## config.mk

```make
export PLATFORM = sky130hd
export DESIGN_NAME = leader_election_node
export DESIGN_NICKNAME = d
export VERILOG_FILES = /design/src/hw/rtl/le_pkg.sv /design/src/hw/rtl/leader_election_node.sv /design/src/hw/rtl/le_cfg_regs.sv /design/src/hw/rtl/le_core.sv
export SDC_FILE = /design/constraint.sdc
export NUM_CORES = 1
export LEC_CHECK = 0
export BUFFER_PORTS_ARGS = -buffer_cell sky130_fd_sc_hd__buf_2
export CAP_MARGIN = 30
export CORE_ASPECT_RATIO = 1.75
export CORE_MARGIN = 3
export CORE_UTILIZATION = 50
export DETAILED_ROUTE_END_ITERATION = 8
export PLACE_DENSITY_LB_ADDON = 0.05
export SYNTH_ARGS = -nofsm -noshare
export SYNTH_HDL_FRONTEND = slang
export SYNTH_SLANG_ARGS = --single-unit
```

## constraint.sdc

```tcl
create_clock -name i_clk -period 3.2 [get_ports i_clk]
set_input_delay 0.16 -clock i_clk [delete_from_list [all_inputs] [get_ports i_clk]]
set_output_delay 0.16 -clock i_clk [all_outputs]
set_load 0.02 [all_outputs]
```

## src/hw/rtl/le_pkg.sv

```systemverilog
package le_pkg;

    // field widths fixed by the message format
    localparam int ID_W        = 8;
    localparam int TICKS_W     = 7;
    localparam int PERIOD_W    = 6;
    localparam int WAIT_W      = 8;   // signed, -1 .. 127
    localparam int SEND_W      = 7;   // 0 .. 2 * 63
    localparam int CFG_IDX_W   = 3;
    localparam int CFG_DATA_W  = 8;
    localparam int S_DATA_W    = 16;
    localparam int M_DATA_W    = 16;

    localparam int ID_BITS_DEF = 8;

    // register reset values
    localparam logic [ID_W-1:0]     MY_ID_RST     = 8'd2;
    localparam logic [TICKS_W-1:0]  ELECT_RST     = 7'd15;
    localparam logic [TICKS_W-1:0]  LEADER_RST    = 7'd30;
    localparam logic [PERIOD_W-1:0] SEND_RST      = 6'd3;
    localparam logic [PERIOD_W-1:0] HEARTBEAT_RST = 6'd1;

    localparam logic ACT_TICK = 1'b0;
    localparam logic ACT_MSG  = 1'b1;

    typedef enum logic [1:0] {
        ROLE_ELECTION = 2'd0,
        ROLE_LEADER   = 2'd1,
        ROLE_FOLLOWER = 2'd2
    } t_role;

    typedef enum logic [CFG_IDX_W-1:0] {
        CFG_MY_ID       = 3'd0,
        CFG_ELECT_TICKS = 3'd1,
        CFG_LEAD_TICKS  = 3'd2,
        CFG_SEND_PERIOD = 3'd3,
        CFG_HB_PERIOD   = 3'd4
    } t_cfg_idx;

    typedef struct packed {
        logic [ID_W-1:0]     my_id;
        logic [TICKS_W-1:0]  election_ticks;
        logic [TICKS_W-1:0]  leader_ticks;
        logic [PERIOD_W-1:0] send_period;
        logic [PERIOD_W-1:0] heartbeat_period;
    } t_cfg;

    typedef struct packed {
        logic            action;
        logic [ID_W-1:0] peer_id;
        logic            peer_new;
        logic            peer_alive;
    } t_item;

    typedef struct packed {
        logic            ann_leader;
        logic [ID_W-1:0] ann_id;
        logic            ann_new;
        logic            ann_alive;
        logic [1:0]      role;
    } t_result;

    // low 'bits' bits set, capped at the field width
    function automatic logic [ID_W-1:0] id_mask(input int bits);
        logic [ID_W-1:0] m;
        for (int i = 0; i < ID_W; i++) begin
            m[i] = (i < bits);
        end
        return m;
    endfunction

endpackage

```

## src/hw/rtl/leader_election_node.sv

```systemverilog
// One node of a simplified bully leader election. Each request on the slave
// stream is either a one-second tick (tuser = 0) or an already parsed peer
// message (tuser = 1). The node moves between election, leader and follower
// roles, and a tick whose send countdown runs out yields one announcement
// request on the master stream; messages never yield one. A request is
// captured in the input register, evaluated against the node state once
// the output register is free or draining and, if it announces, is
// registered in the output register, which presents it on the master
// stream. One request per cycle is sustained; the only thing that slows
// intake is back-pressure from the master side, which holds the output
// register and through it the input register. Configuration writes
// (my_id, election_ticks, leader_ticks, send_period, heartbeat_period at
// indexes 0 to 4) are always accepted and must only be made while the node
// is idle; writes to other indexes are ignored. Identifiers are compared and
// announced on their low ID_BITS bits.
module leader_election_node
    import le_pkg::*;
#(
    parameter int ID_BITS = ID_BITS_DEF
)(
    input  logic                  i_clk,
    input  logic                  i_rst_n,
    // slave stream
    input  logic                  i_s_tvalid,
    output logic                  o_s_tready,
    input  logic [S_DATA_W-1:0]   i_s_tdata,   // [7:0] peer_id, [8] peer_new, [9] peer_alive
    input  logic [0:0]            i_s_tuser,   // [0] action: 0 tick, 1 message
    // master stream
    output logic                  o_m_tvalid,
    input  logic                  i_m_tready,
    output logic [M_DATA_W-1:0]   o_m_tdata,   // [0] ann_leader, [8:1] ann_id, [9] ann_new,
                                               // [10] ann_alive, [12:11] role
    // configuration writes
    input  logic                  i_cfg_valid,
    output logic                  o_cfg_ready,
    input  logic [CFG_IDX_W-1:0]  i_cfg_index,
    input  logic [CFG_DATA_W-1:0] i_cfg_data
);

    t_cfg    cfg;
    t_item   s_item;
    t_result res;
    logic    res_vld;
    logic    s_take;
    logic    proc;

    // input register
    logic    r_in_vld, n_in_vld;
    t_item   r_in,     n_in;
    // output register
    logic    r_out_vld, n_out_vld;
    t_result r_out,     n_out;

    assign o_cfg_ready = 1'b1;

    le_cfg_regs u_cfg (
        .i_clk   (i_clk),
        .i_rst_n (i_rst_n),
        .i_wr    (i_cfg_valid),
        .i_index (i_cfg_index),
        .i_data  (i_cfg_data),
        .o_cfg   (cfg)
    );

    assign s_item.action     = i_s_tuser[0];
    assign s_item.peer_id    = i_s_tdata[ID_W-1:0];
    assign s_item.peer_new   = i_s_tdata[ID_W];
    assign s_item.peer_alive = i_s_tdata[ID_W+1];

    // held request is evaluated once the output slot is free or draining
    assign proc       = r_in_vld && (!r_out_vld || i_m_tready);
    assign o_s_tready = !r_in_vld || proc;
    assign s_take     = i_s_tvalid && o_s_tready;

    le_core #(
        .ID_BITS (ID_BITS)
    ) u_core (
        .i_clk     (i_clk),
        .i_rst_n   (i_rst_n),
        .i_fire    (proc),
        .i_item    (r_in),
        .i_cfg     (cfg),
        .o_res_vld (res_vld),
        .o_res     (res)
    );

    always_comb begin
        n_in     = r_in;
        n_in_vld = r_in_vld;
        if (s_take) begin
            n_in     = s_item;
            n_in_vld = 1'b1;
        end else if (proc) begin
            n_in_vld = 1'b0;
        end
    end

    always_comb begin
        n_out     = r_out;
        n_out_vld = r_out_vld;
        if (proc && res_vld) begin
            n_out     = res;
            n_out_vld = 1'b1;
        end else if (i_m_tready) begin
            n_out_vld = 1'b0;
        end
    end

    always_ff @(posedge i_clk) begin
        if (!i_rst_n) begin
            r_in_vld  <= 1'b0;
            r_out_vld <= 1'b0;
        end else begin
            r_in_vld  <= n_in_vld;
            r_out_vld <= n_out_vld;
        end
    end

    // payload, no reset
    always_ff @(posedge i_clk) begin
        r_in  <= n_in;
        r_out <= n_out;
    end

    assign o_m_tvalid = r_out_vld;
    assign o_m_tdata  = {3'b000, r_out.role, r_out.ann_alive, r_out.ann_new,
                         r_out.ann_id, r_out.ann_leader};

endmodule

```

## src/hw/rtl/le_cfg_regs.sv

```systemverilog
module le_cfg_regs
    import le_pkg::*;
(
    input  logic                  i_clk,
    input  logic                  i_rst_n,
    input  logic                  i_wr,
    input  logic [CFG_IDX_W-1:0]  i_index,
    input  logic [CFG_DATA_W-1:0] i_data,
    output t_cfg                  o_cfg
);

    t_cfg r_cfg;
    t_cfg n_cfg;

    always_comb begin
        n_cfg = r_cfg;
        if (i_wr) begin
            case (t_cfg_idx'(i_index))
                CFG_MY_ID:       n_cfg.my_id            = i_data[ID_W-1:0];
                CFG_ELECT_TICKS: n_cfg.election_ticks   = i_data[TICKS_W-1:0];
                CFG_LEAD_TICKS:  n_cfg.leader_ticks     = i_data[TICKS_W-1:0];
                CFG_SEND_PERIOD: n_cfg.send_period      = i_data[PERIOD_W-1:0];
                CFG_HB_PERIOD:   n_cfg.heartbeat_period = i_data[PERIOD_W-1:0];
                default:         n_cfg = r_cfg;   // unmapped index, dropped
            endcase
        end
    end

    always_ff @(posedge i_clk) begin
        if (!i_rst_n) begin
            r_cfg.my_id            <= MY_ID_RST;
            r_cfg.election_ticks   <= ELECT_RST;
            r_cfg.leader_ticks     <= LEADER_RST;
            r_cfg.send_period      <= SEND_RST;
            r_cfg.heartbeat_period <= HEARTBEAT_RST;
        end else begin
            r_cfg <= n_cfg;
        end
    end

    assign o_cfg = r_cfg;

endmodule

```

## src/hw/rtl/le_core.sv

```systemverilog
module le_core
    import le_pkg::*;
#(
    parameter int ID_BITS = ID_BITS_DEF
)(
    input  logic    i_clk,
    input  logic    i_rst_n,
    input  logic    i_fire,
    input  t_item   i_item,
    input  t_cfg    i_cfg,
    output logic    o_res_vld,
    output t_result o_res
);

    localparam logic [ID_W-1:0] ID_MASK = id_mask(ID_BITS);

    t_role                     r_role,  n_role;
    logic signed [WAIT_W-1:0]  r_wait,  n_wait;
    logic [SEND_W-1:0]         r_send,  n_send;
    logic                      r_lk,    n_lk;
    logic                      r_ba,    n_ba;
    logic                      r_new,   n_new;

    logic [ID_W-1:0]           mine;
    logic [ID_W-1:0]           peer;
    logic signed [WAIT_W-1:0]  elect_load;
    logic signed [WAIT_W-1:0]  lead_load;

    // tick evaluation, shared by next-state and output logic
    t_role                     tk_role;
    logic signed [WAIT_W-1:0]  tk_wait;
    logic [SEND_W-1:0]         tk_send;
    logic                      tk_lk;
    logic                      tk_ba;
    logic                      tk_due;

    assign mine       = i_cfg.my_id & ID_MASK;
    assign peer       = i_item.peer_id & ID_MASK;
    assign elect_load = WAIT_W'({1'b0, i_cfg.election_ticks});
    assign lead_load  = WAIT_W'({1'b0, i_cfg.leader_ticks});

    always_comb begin
        tk_role = r_role;
        tk_lk   = r_lk;
        tk_ba   = r_ba;
        // wait saturates at -1, send at 0
        tk_wait = r_wait[WAIT_W-1] ? r_wait : r_wait - WAIT_W'(1);
        tk_send = (r_send != '0) ? r_send - SEND_W'(1) : r_send;
        if (tk_wait[WAIT_W-1]) begin
            if (r_role == ROLE_ELECTION) begin
                tk_role = ROLE_LEADER;
            end else if (r_role == ROLE_FOLLOWER) begin
                tk_role = ROLE_ELECTION;
                tk_wait = elect_load;
            end
        end
        if (tk_role == ROLE_LEADER) begin
            tk_lk = 1'b1;
            tk_ba = 1'b1;
        end
        tk_due = (tk_send == '0);
    end

    // next state
    always_comb begin
        n_role = r_role;
        n_wait = r_wait;
        n_send = r_send;
        n_lk   = r_lk;
        n_ba   = r_ba;
        n_new  = r_new;
        if (i_fire) begin
            if (i_item.action == ACT_TICK) begin
                n_role = tk_role;
                n_wait = tk_wait;
                n_lk   = tk_lk;
                n_ba   = tk_ba;
                n_send = tk_send;
                if (tk_due) begin
                    n_new  = 1'b0;
                    n_send = (tk_role == ROLE_LEADER) ? SEND_W'(i_cfg.heartbeat_period)
                                                      : SEND_W'(i_cfg.send_period);
                end
            end else begin
                case (r_role)
                    ROLE_ELECTION: begin
                        n_lk = 1'b0;
                        if (mine < peer) begin
                            n_wait = elect_load;
                        end else if (mine > peer) begin
                            n_role = ROLE_FOLLOWER;
                            n_wait = lead_load;
                        end
                    end
                    ROLE_FOLLOWER: begin
                        n_send = {i_cfg.send_period, 1'b0};
                        if (i_item.peer_new) begin
                            n_role = ROLE_ELECTION;
                        end else if (i_item.peer_alive) begin
                            n_wait = lead_load;
                            n_lk   = 1'b1;
                        end
                    end
                    ROLE_LEADER: begin
                        if (i_item.peer_new) begin
                            n_role = ROLE_ELECTION;
                            n_wait = elect_load;
                        end
                    end
                    default: n_role = r_role;
                endcase
            end
        end
    end

    // announcement
    always_comb begin
        o_res_vld        = i_fire && (i_item.action == ACT_TICK) && tk_due;
        o_res.ann_leader = tk_lk;
        o_res.ann_id     = mine;
        o_res.ann_new    = r_new;
        o_res.ann_alive  = tk_ba;
        o_res.role       = tk_role;
    end

    always_ff @(posedge i_clk) begin
        if (!i_rst_n) begin
            r_role <= ROLE_ELECTION;
            r_wait <= WAIT_W'({1'b0, ELECT_RST});
            r_send <= SEND_W'(SEND_RST);
            r_lk   <= 1'b0;
            r_ba   <= 1'b0;
            r_new  <= 1'b1;
        end else begin
            r_role <= n_role;
            r_wait <= n_wait;
            r_send <= n_send;
            r_lk   <= n_lk;
            r_ba   <= n_ba;
            r_new  <= n_new;
        end
    end

endmodule

```

# Yosys cells after proc, flatten, opt, wreduce, memory -nomap -nowiden
# Cells that the tools add are included.
dict set report op_classes {
  eq_ne 18
  n_reduce_logical 27
  magnitude_cmp 2
  addsub 2
  n_bitwise 1
  mux 34
}
# op n
set ops {}
lappend ops {{$mux 8} 10}
lappend ops {{$mux 7} 4}
lappend ops {{$pmux 8 s3} 1}
lappend ops {{$ne 3x3->1 const B} 6}
lappend ops {{$mux 2} 7}
lappend ops {{$reduce_and 2->1} 7}
lappend ops {{$mux 1} 9}
lappend ops {{$gt 8x8->1} 1}
lappend ops {{$lt 8x8->1} 1}
lappend ops {{$sub 8x2->8 const B} 1}
lappend ops {{$logic_not 7->1} 1}
lappend ops {{$reduce_bool 7->1} 1}
lappend ops {{$sub 7x1->7 const B} 1}
lappend ops {{$eq 3x2->1 const B} 2}
lappend ops {{$mux 6} 1}
lappend ops {{$reduce_and 6->1} 1}
lappend ops {{$logic_and 1x1->1} 5}
lappend ops {{$reduce_and 5->1} 1}
lappend ops {{$eq 2x1->1 const B} 2}
lappend ops {{$ne 4x1->1 const B} 1}
lappend ops {{$ne 4x4->1 const B} 1}
lappend ops {{$pmux 2 s2} 1}
lappend ops {{$reduce_and 4->1} 1}
lappend ops {{$reduce_bool 2->1} 2}
lappend ops {{14 further kinds} 16}
dict set report word_totals {
  output_inout_bits 19
  regBits 80
  wordCells 106
}

# Longest topological paths before layout
# Gate-level depths: netlist of run 1.
dict set report logic_depth {
  word_depth 8
  mapped_depth 9
  mapped_depth_nobuf 8
}

# Hierarchy
# From an unflattened synthesis of run 1, not the netlist that was laid out.
dict set report hier_totals {
  hier_cells 459
  area_unflattened_um2 4316.6
}
# module seq_area_each_um2 instances cells_each area_each_um2
set modules_own_cells {}
lappend modules_own_cells {le_core 400.4 1 286 2100.8}
lappend modules_own_cells {le_cfg_regs 680.7 1 130 1345.0}
lappend modules_own_cells {leader_election_node 760.7 1 43 870.8}

# Worst setup path before layout of run 1
# No wires, ideal clock.
dict set report synth_path {
  path_kind {reg2reg}
  from {register u_core.r_send[0]}
  to {register r_out, in the netlist o_m_tdata[0] (enable)}
  path_slack_ns 0.801
  synth_period_minus_slack_ns 2.399
  arrival_time_ns 2.050
  path_stages_with_launch 8
  n_path_buf 0
  required_ns 2.851
  cell_sequence {dfxtp_1 > inv_1 > ha_1 > nor3b_2 > o2111ai_1 > a2111o_1 > or3_4 > inv_1}
}
dict set report synth_between {
  elab_chain_len 5
}
# element line
set synth_lines {}
lappend synth_lines {{start, declared} le_core.sv:19} ;# logic [SEND_W-1:0] r_send, n_send;
lappend synth_lines {{start signal, assigned} le_core.sv:130} ;# r_send <= SEND_W'(SEND_RST);
lappend synth_lines {{start signal, assigned} le_core.sv:137} ;# r_send <= n_send;
lappend synth_lines {{$sub 7x1->7 / $reduce_bool 7->1 (equally long branches)} le_core.sv:48} ;# tk_send = (r_send != '0) ? r_send - SEND_W'(1) : r_send;
lappend synth_lines {{$mux 7 *} le_core.sv:48}
lappend synth_lines {{$logic_not 7->1 *} le_core.sv:61} ;# tk_due = (tk_send == '0);
lappend synth_lines {{$logic_and 1x1->1 *} le_core.sv:118} ;# o_res_vld = i_fire && (i_item.action == ACT_TICK) && tk_due;
lappend synth_lines {{$logic_and 1x1->1 *} leader_election_node.sv:101} ;# if (proc && res_vld) begin
lappend synth_lines {{end signal, assigned} leader_election_node.sv:122} ;# r_out <= n_out;
lappend synth_lines {{end, declared} leader_election_node.sv:52} ;# t_result r_out, n_out;
# Every way passes the cells marked *; elsewhere a longest branch is shown, timed or not.
# A chain may end at the register's enable or synchronous reset.

# Worst setup path in the final report of run 1
dict set report layout_path {
  from {register u_core.r_send[0]}
  to {register r_out, in the netlist o_m_tdata[2] (enable)}
}
# Same word-level chain as after synthesis.

==> results of run 1 <==
-- power by group --
group	total, uW	leakage (uW)	internal (uW)	switching [uW]
sequential	1110	0.000672	1080	29.7
clock	1130	0.000150	691	442
combinational	220	0.00114	90.0	130
-- registers in the layout, indices dropped and copies added (netlist names) --
signal / cells
u_cfg.o_cfg: 34
o_m_tdata: 13
r_in: 11
u_core.r_wait: 8
u_core.r_send: 7
u_core.r_role: 2
o_m_tvalid: 1
r_in_vld: 1
u_core.r_ba: 1
u_core.r_lk: 1
u_core.r_new: 1
-- worst paths after layout --
| check | slack (ns) | from | cells past startpoint | to |
|---|---|---|---|---|
| setup / recovery | 0.56 | u_core.r_send[0]$_SDFFE_PN1P_ | 8 | o_m_tdata[2]$_DFFE_PP_ |
| hold / removal | 0.05 | i_s_tvalid | 3 | r_in_vld$_SDFFE_PN0P_ |
| setup reg to reg | 0.56 | u_core.r_send[0]$_SDFFE_PN1P_ | 8 | o_m_tdata[2]$_DFFE_PP_ |
| hold reg to reg | 0.46 | u_cfg.o_cfg[8]$_SDFFE_PN0P_ | 2 | u_cfg.o_cfg[8]$_SDFFE_PN0P_ |
-- cell usage after synthesis, types with 4 or more instances --
cell type,n
mux2i_1,24
and3_1,7
ha_1,14
nor3_1,12
nor2_1,27
o31ai_1,4
edfxtp_1,24
nor4_1,4
o21a_1,4
xnor2_1,5
a221oi_1,4
clkbuf_1,22
a21oi_1,32
a211oi_1,4
nand2_1,73
nand2b_1,5
inv_1,26
a22oi_1,4
o211ai_1,6
dfxtp_1,56
buf_4,4
and2_1,5
nand3_1,10
a31oi_1,6
nand3b_1,4
o21ai_0,17
-- stage by stage --
stage,hold slack (ns),setup slack [ns],instance area [um2]
5_1_grt,0.0688,0.391,4870
3_5_place_dp,0.338,0.593,4430
4_1_cts,0.0481,0.577,4870
6_report,0.0543,0.564,4870
3_3_place_gp,0.336,0.614,4430
2_1_floorplan,0.259,0.801,4210
-- timing repair --
item	CTS	global route
endpoints found under the setup margin	0	0
hold endpoints to repair	11	0
hold buffers	11	0
-- final cells by class --
type / instances / area share (%)
clock buffer: 9 / 4.63
timing repair buffer: 58 / 7.66
multi-input combinational: 330 / 43.4
sequential: 80 / 37.8
clock inverter: 7 / 2.11
inverter: 26 / 2.01
tap: 90 / 2.31
-- layer usage --
metal | wire (um) | vias to the layer above
li1 | - | 1753
met3 | 396 | 22
met5 | 0 | -
met1 | 4270 | 1638
met2 | 5110 | 90
met4 | 320 | 0
-- worst max-delay path, stage by stage (launching register included) --
cell       delay, ns
dfxtp_1         0.35
inv_1           0.09
ha_1            0.26
nor3b_2         0.28
o2111ai_1       0.15
a2111o_1        0.47
or3_4           0.38
inv_1           0.19
buf_12          0.18
-- kinds of logic after synthesis --
family	synth area share, %
XOR/XNOR	1.04
buffers and inverters	5.99
AND/OR/NAND/NOR	19.1
other	0.179
adder cells (fa/ha/maj)	4.17
flip-flops	43.8
multiplexers	7.06
AO/OA/AOI/OAI	18.6
==> reports/qor.yml, run 1 <==
outcome: "finished, final reports clean"
antenna_found_initial: 0
path_class: "flip-flop to flip-flop"
rsz0062_at_grt: "no"
ir_drop_uv: 412
multi_input_comb_area_um2: 2110
grt_overflow: 0
hold_class: "primary input to flip-flop"
synthFlopType: "dfxtp_1"
synthTopCellsByArea: "dfxtp_1 (27%), edfxtp_1 (17%), nand2_1 (6.5%)"
avgSynthCellArea_um2: 9.01
required_ns: 3.26
ios: 52
cts_tree: "built"
place_hpwl_um: 7470
worst_slew_pin_slew_ns: 0.778
grt.met3_usage_pct: 4.72
numCtsBuffers: 9
min_period_ns: 2.64
drcViolationCount: 0
start_util_pct: 52.0
ys_seq_area_share_pct: 43.8
grt_pass1_vias: 3436
hold_viol_final: 0
synth_top_area_share_pct: 26.7
p_leak_uw: 0.00196
cap_violations: 0
max_slew_margin_pct: 48.1
start_kind: "flip-flop"
areaGrowthSynthToFinish_pct: 15.9
grt_most_used_layer: "met2"
cts_root_buf: "clkbuf_16"
layout_common_cells: "nand2_1 (73), dfxtp_1 (56), buf_2 (41), a21oi_1 (32), nor2_1 (27)"
clock_latency_ns: 0.34
die_h_um: 127
die_w_um: 75.3
path_clk_slew_ns: 0.06
route.vias.total: 3503
die_area_um2: 9580
first_pass_iters: 4
final.setup.tns_ns: 0
finalSetupViolations: 0
postCtsResizedCells: 0
ys_ff_latch: 80
async_flop_share_pct: 0
end_kind: "flip-flop"
layout_commonest_cell: "nand2_1"
timing.final.crit_share_pct: 82.4
final_cells: 600
drive_gt1_share_pct: 15.7
dp.cells: 573
cts_buffer_depth: 2
cp_max_fo: 11
row_count: 43
synth_edf_count: 24
synth_top_cell_by_area: "dfxtp_1"
regArea_um2: 1840
grtUsageTotal_pct: 22.7
synth.distinct_cells: 66
htreeDepth: 3
slew_viol_final: 0
drtIter0Drc: 256
cts_num_sinks: 80
grt_max_degree: 31
grt_util_met1_pct: 27.9
ant_nets: 0
core_area_um2: 8070
fillerInstances: 701
postCtsSetupBuffers: 0
nets: 552
num_antenna_cells: 0
synth_cells: 466
fmax_mhz: 379
yosys_warnings: 0
totalPowerFinal_uw: 2460
wl_um: 10100
finalClockSkew_ns: 0.00416
cp.arrival_ns: 2.69
wl_per_cell_um: 16.8
final_util_pct: 60.3
synth_area_um2: 4200
power_density_nw_per_um2: 505
portBuffers: 41
grt_pass1_wl_um: 16600
routabilityCongestion: 0.872
viasPerCell: 5.84
met2_usage_pct: 36.7
Note: power is estimated with default switching activity, not from simulation.
==> inputs of run 2 (changes only) <==
- ABC_AREA: default -> 1
- clock period: 3.2 -> 2.4 ns (I/O delays scaled with it)
==> run 2 against run 1 <==
- flip-flop and latch count did not move
- global-route usage is 0.41 points higher
- clock skew grew 0.0031 ns
- non-clock buffer count rose by 4
- combinational power is 66% higher
- first-iteration DRC count down 36%
- final cell count grew 16%
- core utilization up 0.55 points
- sequential power is 33% higher
- die area fell by 2.0%
- power rose by 30%
==> reports/qor.yml, run 2 <==
layout_common_cells: "nand2_1 (113), inv_1 (81), dfxtp_1 (56), nor2_1 (47), o21ai_0 (46)"
timing.final.crit_share_pct: 89.5  # +7.1 points
post-synth-top-count-cell: "nand2_1"
viasPerCell: 5.14  # -12%
intPower_uw: 2410  # +30%
max_slew_margin_pct: 55.4  # +7.4 points
drcViolationCount: 0  # unchanged
ys_seq_area_share_pct: 44.8  # +0.95 points
cts_num_sinks: 80  # unchanged
cts_tree: "built"
outcome: "finished, final reports clean"
areaGrowthSynthToFinish_pct: 17.9
layout_commonest_cell: "nand2_1"
grt_pass1_vias: 3497  # +1.8%
synth_top_area_share_pct: 27.3  # +0.58 points
ys_top_cells_by_count: "nand2_1 (113), inv_1 (81), dfxtp_1 (56)"
hold_depth: 3  # unchanged
p_leak_uw: 0.00227  # +16%
wl_um: 9780  # -3.2%
async_flop_share_pct: 0  # unchanged
clkPwrFrac_pct: 42.4  # -3.7 points
slew_viol_final: 0  # unchanged
p_seq_share_pct: 46.2  # +1.2 points
die_h_um: 126  # -1.0%
ant_nets: 0  # unchanged
power_density_nw_per_um2: 660  # +31%
hold_class: "primary input to flip-flop"
start_util_pct: 51.6  # -0.41 points
nets: 648  # +17%
ys_ff_latch: 80  # unchanged
grtUsageTotal_pct: 23.1  # +0.41 points
yosys_warnings: 0  # unchanged
die_w_um: 74.5  # -0.98%
fillerInstances: 746  # +6.4%
multi_input_comb_area_um2: 1870  # -11%
critPathSlowestCell: "dfxtp_1"
postCtsResizedCells: 0  # unchanged
first_pass_iters: 4  # unchanged
grt_max_degree: 41  # +32%
start_kind: "flip-flop"
switchingPower_uw: 793  # +32%
ir_drop_uv: 506  # +23%
numCtsBuffers: 9  # unchanged
largest_register_ffs: 34  # unchanged
finalSetupViolations: 0  # unchanged
drtIter0Drc: 163  # -36%
cp.arrival_ns: 2.19  # -0.50 ns
synth_edf_count: 24  # unchanged
worst_slew_pin_slew_ns: 0.668  # -0.111 ns
worstReg2RegEnd: "o_m_tdata[7]$_DFFE_PP_"
route.vias.total: 3577  # +2.1%
regArea_um2: 1840  # unchanged
r2r_cells: 13  # +5
cp_max_fo: 13  # +2
dp_slack_ns: 0.251  # -0.342 ns
grt_overflow: 0  # unchanged
clock_latency_ns: 0.33  # about the same
num_antenna_cells: 0  # unchanged
slowest_delay_ns: 0.31  # -0.16 ns
path_clk_slew_ns: 0.06  # about the same
hp-start: "i_cfg_data[7]"
ios: 52  # unchanged
hold_viol_final: 0  # unchanged
worst-r2r-setup-slack_ns: 0.25  # -0.31 ns
htreeDepth: 3  # unchanged
wl_per_cell_um: 14.0  # -17%
r2r_start: "u_core.r_send[0]$_SDFFE_PN1P_"
drive_gt1_share_pct: 14.0  # -1.7 points
routabilityCongestion: 0.848  # -2.7%
power_frac_comb_pct: 11.4  # +2.5 points
final.setup.tns_ns: 0  # unchanged
required_ns: 2.44  # -0.82 ns
cap_violations: 0  # unchanged
crit_chain: "inv_1 > ha_1 > nand3_1 > inv_2 > nand2_4 > nand2_1 > nand2_1 > nor2_1 > nand2_1 > nor2_4 > nand2_1 > inv_1 > buf_12"
cts_buffer_depth: 2  # unchanged
synthTopCellsByArea: "dfxtp_1 (27%), edfxtp_1 (18%), nand2_1 (10%)"
crit_top_cell: "nand2_1"
rsz0062_at_grt: "no"
synthFlopType: "dfxtp_1"
fmax_mhz: 466  # +23%
synth_top_cell_by_area: "dfxtp_1"
row_count: 43  # unchanged
portBuffers: 41  # unchanged
core_area_um2: 7960  # -1.3%
final.setup.worst_slack_ns: 0.252  # -0.313 ns
postCtsSetupBuffers: 0  # unchanged
die_area_um2: 9390  # -2.0%
path_class: "flip-flop to flip-flop"
cts_root_buf: "clkbuf_16"
synth_cells: 542  # +16%
antenna_found_initial: 0  # unchanged
synth.distinct_cells: 36  # -45%
holdPathEnd: "u_cfg.o_cfg[33]$_SDFFE_PN0P_"
finalClockSkew_ns: 0.00725  # +0.00309 ns
synth_area_um2: 4110  # -2.1%
p_sw_share_pct: 24.8  # +0.33 points
avgSynthCellArea_um2: 7.59  # -16%
end_kind: "flip-flop"
min_period_ns: 2.15  # -0.487 ns
grt_pass1_wl_um: 16800  # +1.5%
place_hpwl_um: 7230  # -3.2%
==> run 2: changes by cell type after synthesis, moves of 15 or more <==
cell / change
clkbuf_1: -15
o21ai_0: +29
inv_1: +55
mux2i_1: -24
nor2_1: +20
nand3_1: +31
nand2_1: +40
==> run 2: what timing repair did <==
item | CTS | global route
hold endpoints to repair | 11 | 0
hold buffers | 11 | 0
setup endpoints to repair | 0 | 0
==> run 2: per-layer routing <==
layer	up-vias	share of wire [%]	track usage, %
met5	-	0	0
met3	15	2.9	3.99
met4	0	2.2	8.49
met2	72	51	39.7
met1	1605	44	28.0
li1	1885	-	-
==> run 2: logic make-up after synthesis <==
group | after synthesis | synth area share [%]
buffers and inverters | 101 | 9.83
other | 2 | 0.183
adder cells (fa/ha/maj) | 14 | 4.26
AND/OR/NAND/NOR | 218 | 23.0
flip-flops | 80 | 44.8
XOR/XNOR | 7 | 1.49
AO/OA/AOI/OAI | 120 | 16.4
==> run 2: layout make-up <==
cell class | count | area share (%)
Clock buffer | 10 | 4.93
Clock inverter | 6 | 1.19
Inverter | 85 | 6.58
Multi-Input combinational cell | 363 | 38.7
Sequential cell | 80 | 38.0
Tap cell | 90 | 2.32
Timing Repair Buffer | 62 | 8.31
==> run 2: power by group through the flow <==
stage               clock network [uW]  registers, uW  logic (uW)
floorplan                            0           1500         246
global placement                     0           1510         343
detailed placement                   0           1510         351
CTS                               1380           1480         366
global route                      1440           1480         419
finish                            1360           1480         365
==> run 2: through the flow <==
step                      instance area [um2]  power (uW)  utilization (%)  hold WS, ns  instances
after floorplan                          4120        1750                -        0.219        544
after detailed placement                 4440        1860             55.8        0.298        669
final                                    4850        3200             60.9       0.0216        696
after global routing                     4850        3340             60.9       0.0458        696
after global placement                   4440        1850             55.8        0.297        669
after CTS                                4850        3230             60.9       0.0129        696
==> run 2: how the worst max path moves through the flow <==
stage                                        from                            end  slack, ns
detailed placement              r_in[3]$_DFFE_PP_  u_core.r_wait[2]$_SDFFE_PN1P_       0.25
floorplan           u_core.r_send[0]$_SDFFE_PN1P_         o_m_tdata[0]$_DFFE_PP_       0.37
global placement                r_in[3]$_DFFE_PP_  u_core.r_wait[7]$_SDFFE_PN0P_       0.27
CTS                             r_in[5]$_DFFE_PP_  u_core.r_wait[2]$_SDFFE_PN1P_       0.24
global route                    r_in[5]$_DFFE_PP_  u_core.r_role[1]$_SDFFE_PN0P_       0.05
finish              u_core.r_send[0]$_SDFFE_PN1P_         o_m_tdata[7]$_DFFE_PP_       0.25
==> run 2: worst max-delay path, delay by kind of cell, from the launching register on <==
family / cells / cell delay (ns)
fa+ha+maj: 1 / 0.20
flops: 1 / 0.31
simple gates: 8 / 0.83
buf+inv: 4 / 0.51
==> inputs of run 3 (changes only) <==
- clock period: 2.4 -> 2.8 ns (I/O delays scaled with it)
==> run 3 against run 2 <==
- combinational power down 15%
- fmax decreased by 6.3%
- clock power shrank 16%
- first-iteration DRC count up 39%
- die area stayed put
- critical path depth is 2 lower
- sequential power fell by 14%
==> reports/qor.yml, run 3 (synthesis gave the netlist of run 2 again) <==
drive_gt1_share_pct: 13.3  # -0.76 points
end_kind: "flip-flop"
start_util_pct: 51.6  # unchanged
regArea_um2: 1840  # unchanged
drcViolationCount: 0  # unchanged
hold_viol_final: 0  # unchanged
layout_common_cells: "nand2_1 (113), inv_1 (81), dfxtp_1 (56), nor2_1 (47), o21ai_0 (46)"
num_antenna_cells: 0  # unchanged
largest_register_ffs: 34  # unchanged
worstReg2RegEnd: "u_core.r_wait[2]$_SDFFE_PN1P_"
ant_nets: 0  # unchanged
fmax_mhz: 436  # -6.3%
route.vias.total: 3629  # +1.5%
layout_commonest_cell: "nand2_1"
die_w_um: 74.5  # unchanged
wl_per_cell_um: 14.2  # +1.2%
multi_input_comb_area_um2: 1870  # unchanged
die_h_um: 126  # unchanged
rsz0062_at_grt: "no"
grt_pass1_wl_um: 16500  # -2.0%
cts_num_sinks: 80  # unchanged
start_kind: "flip-flop"
cts_tree: "built"
grt_pass1_vias: 3547  # +1.4%
portBuffers: 41  # unchanged
worst_slew_pin_slew_ns: 0.662  # -0.00539 ns
required_ns: 3.01  # +0.57 ns
cap_violations: 0  # unchanged
grtUsageTotal_pct: 22.6  # -0.51 points
hold_depth: 3  # unchanged
hold_buffers: 11  # unchanged
first_pass_iters: 5  # +1
r2r_cells: 11  # -2
cts_root_buf: "clkbuf_16"
p_leak_uw: 0.00224  # -1.3%
postCtsSetupBuffers: 0  # unchanged
top_layer: "met4"
route.met3.wl_um: 422  # +50%
htreeDepth: 3  # unchanged
dr_wl_met2_um: 4820  # -3.3%
hold_class: "primary input to flip-flop"
place_hpwl_um: 7190  # -0.48%
areaGrowthSynthToFinish_pct: 16.7
hp-start: "i_cfg_data[7]"
wl_met1_um: 4320  # +0.63%
worst-r2r-setup-slack_ns: 0.51  # +0.26 ns
antenna_found_initial: 0  # unchanged
outcome: "finished, final reports clean"
die_area_um2: 9390  # unchanged
ir_drop_uv: 355  # -30%
ios: 52  # unchanged
viasPerCell: 5.24  # +1.9%
path_class: "flip-flop to flip-flop"
drtIter0Drc: 226  # +39%
finalSetupViolations: 0  # unchanged
path_clk_slew_ns: 0.06  # about the same
routabilityCongestion: 0.824  # -2.9%
postCtsResizedCells: 0  # unchanged
holdPathEnd: "u_cfg.o_cfg[33]$_SDFFE_PN0P_"
numCtsBuffers: 9  # unchanged
power_density_nw_per_um2: 566  # -14%
r2r_start: "r_in[5]$_DFFE_PP_"
fillerInstances: 718  # -3.8%
grt_max_degree: 41  # unchanged
cts_buffer_depth: 2  # unchanged
clock_latency_ns: 0.33  # about the same
cp_max_fo: 11  # -2
finalClockSkew_ns: 0.00535  # -0.00191 ns
totalPowerFinal_uw: 2720  # -15%
min_period_ns: 2.29  # +0.144 ns
max_slew_margin_pct: 55.8  # +0.36 points
nets: 645  # -0.46%
row_count: 43  # unchanged
cp.arrival_ns: 2.50  # +0.31 ns
core_area_um2: 7960  # unchanged
wl_um: 9860  # +0.80%
timing.final.crit_share_pct: 81.9  # -7.7 points
grt_overflow: 0  # unchanged
slew_viol_final: 0  # unchanged
final.setup.tns_ns: 0  # unchanged
run 3: worst max-delay path, stage by stage, from the launching register on:
cell      delay (ns)
edfxtp_1        0.34
inv_1           0.05
ha_1            0.28
nand2_1         0.06
o21ai_0         0.35
nand2_1         0.21
nand2_1         0.18
nand3_1         0.10
nand2_2         0.15
inv_1           0.18
o21ai_0         0.20
nand2_1         0.06
run 3: worst max path at each step:
stage                                        from  slack, ns                             to  cells past startpoint
CTS                 u_core.r_send[0]$_SDFFE_PN1P_       0.51         o_m_tdata[5]$_DFFE_PP_                     13
finish                          r_in[5]$_DFFE_PP_       0.51  u_core.r_wait[2]$_SDFFE_PN1P_                     11
global placement    u_core.r_send[0]$_SDFFE_PN1P_       0.56         o_m_tdata[7]$_DFFE_PP_                     13
detailed placement  u_core.r_send[0]$_SDFFE_PN1P_       0.52         o_m_tdata[7]$_DFFE_PP_                     13
floorplan           u_core.r_send[0]$_SDFFE_PN1P_       0.77         o_m_tdata[0]$_DFFE_PP_                     12
global route        u_core.r_send[0]$_SDFFE_PN1P_       0.31         o_m_tdata[5]$_DFFE_PP_                     13
run 3: final cells by class:
class	instances	area share [%]
Clock inverter	4	0.991
Multi-Input combinational cell	363	39.0
Tap cell	90	2.35
Sequential cell	80	38.4
Inverter	85	6.65
Timing Repair Buffer	59	7.67
Clock buffer	12	4.93
run 3: routing by layer:
metal	GRT usage, %	up-vias
met5	0	-
met4	9.54	0
met3	3.91	21
met2	37.4	111
met1	28.2	1627
li1	-	1870
run 3: stage by stage:
stage	utilization [%]	worst slack (ns)	instances	hold slack, ns	cell area, um2
2_1_floorplan	-	0.770	544	0.239	4120
3_3_place_gp	55.3	0.558	666	0.317	4400
3_5_place_dp	55.3	0.519	666	0.318	4400
4_1_cts	60.3	0.506	693	0.0315	4800
5_1_grt	60.3	0.313	693	0.0746	4800
6_report	60.3	0.508	693	0.0354	4800
run 3: power by group:
part / switching [uW] / total, uW / internal (uW)
logic: 201 / 312 / 111
clock network: 449 / 1140 / 688
registers: 28.0 / 1270 / 1240
total: 678 / 2720 / 2040
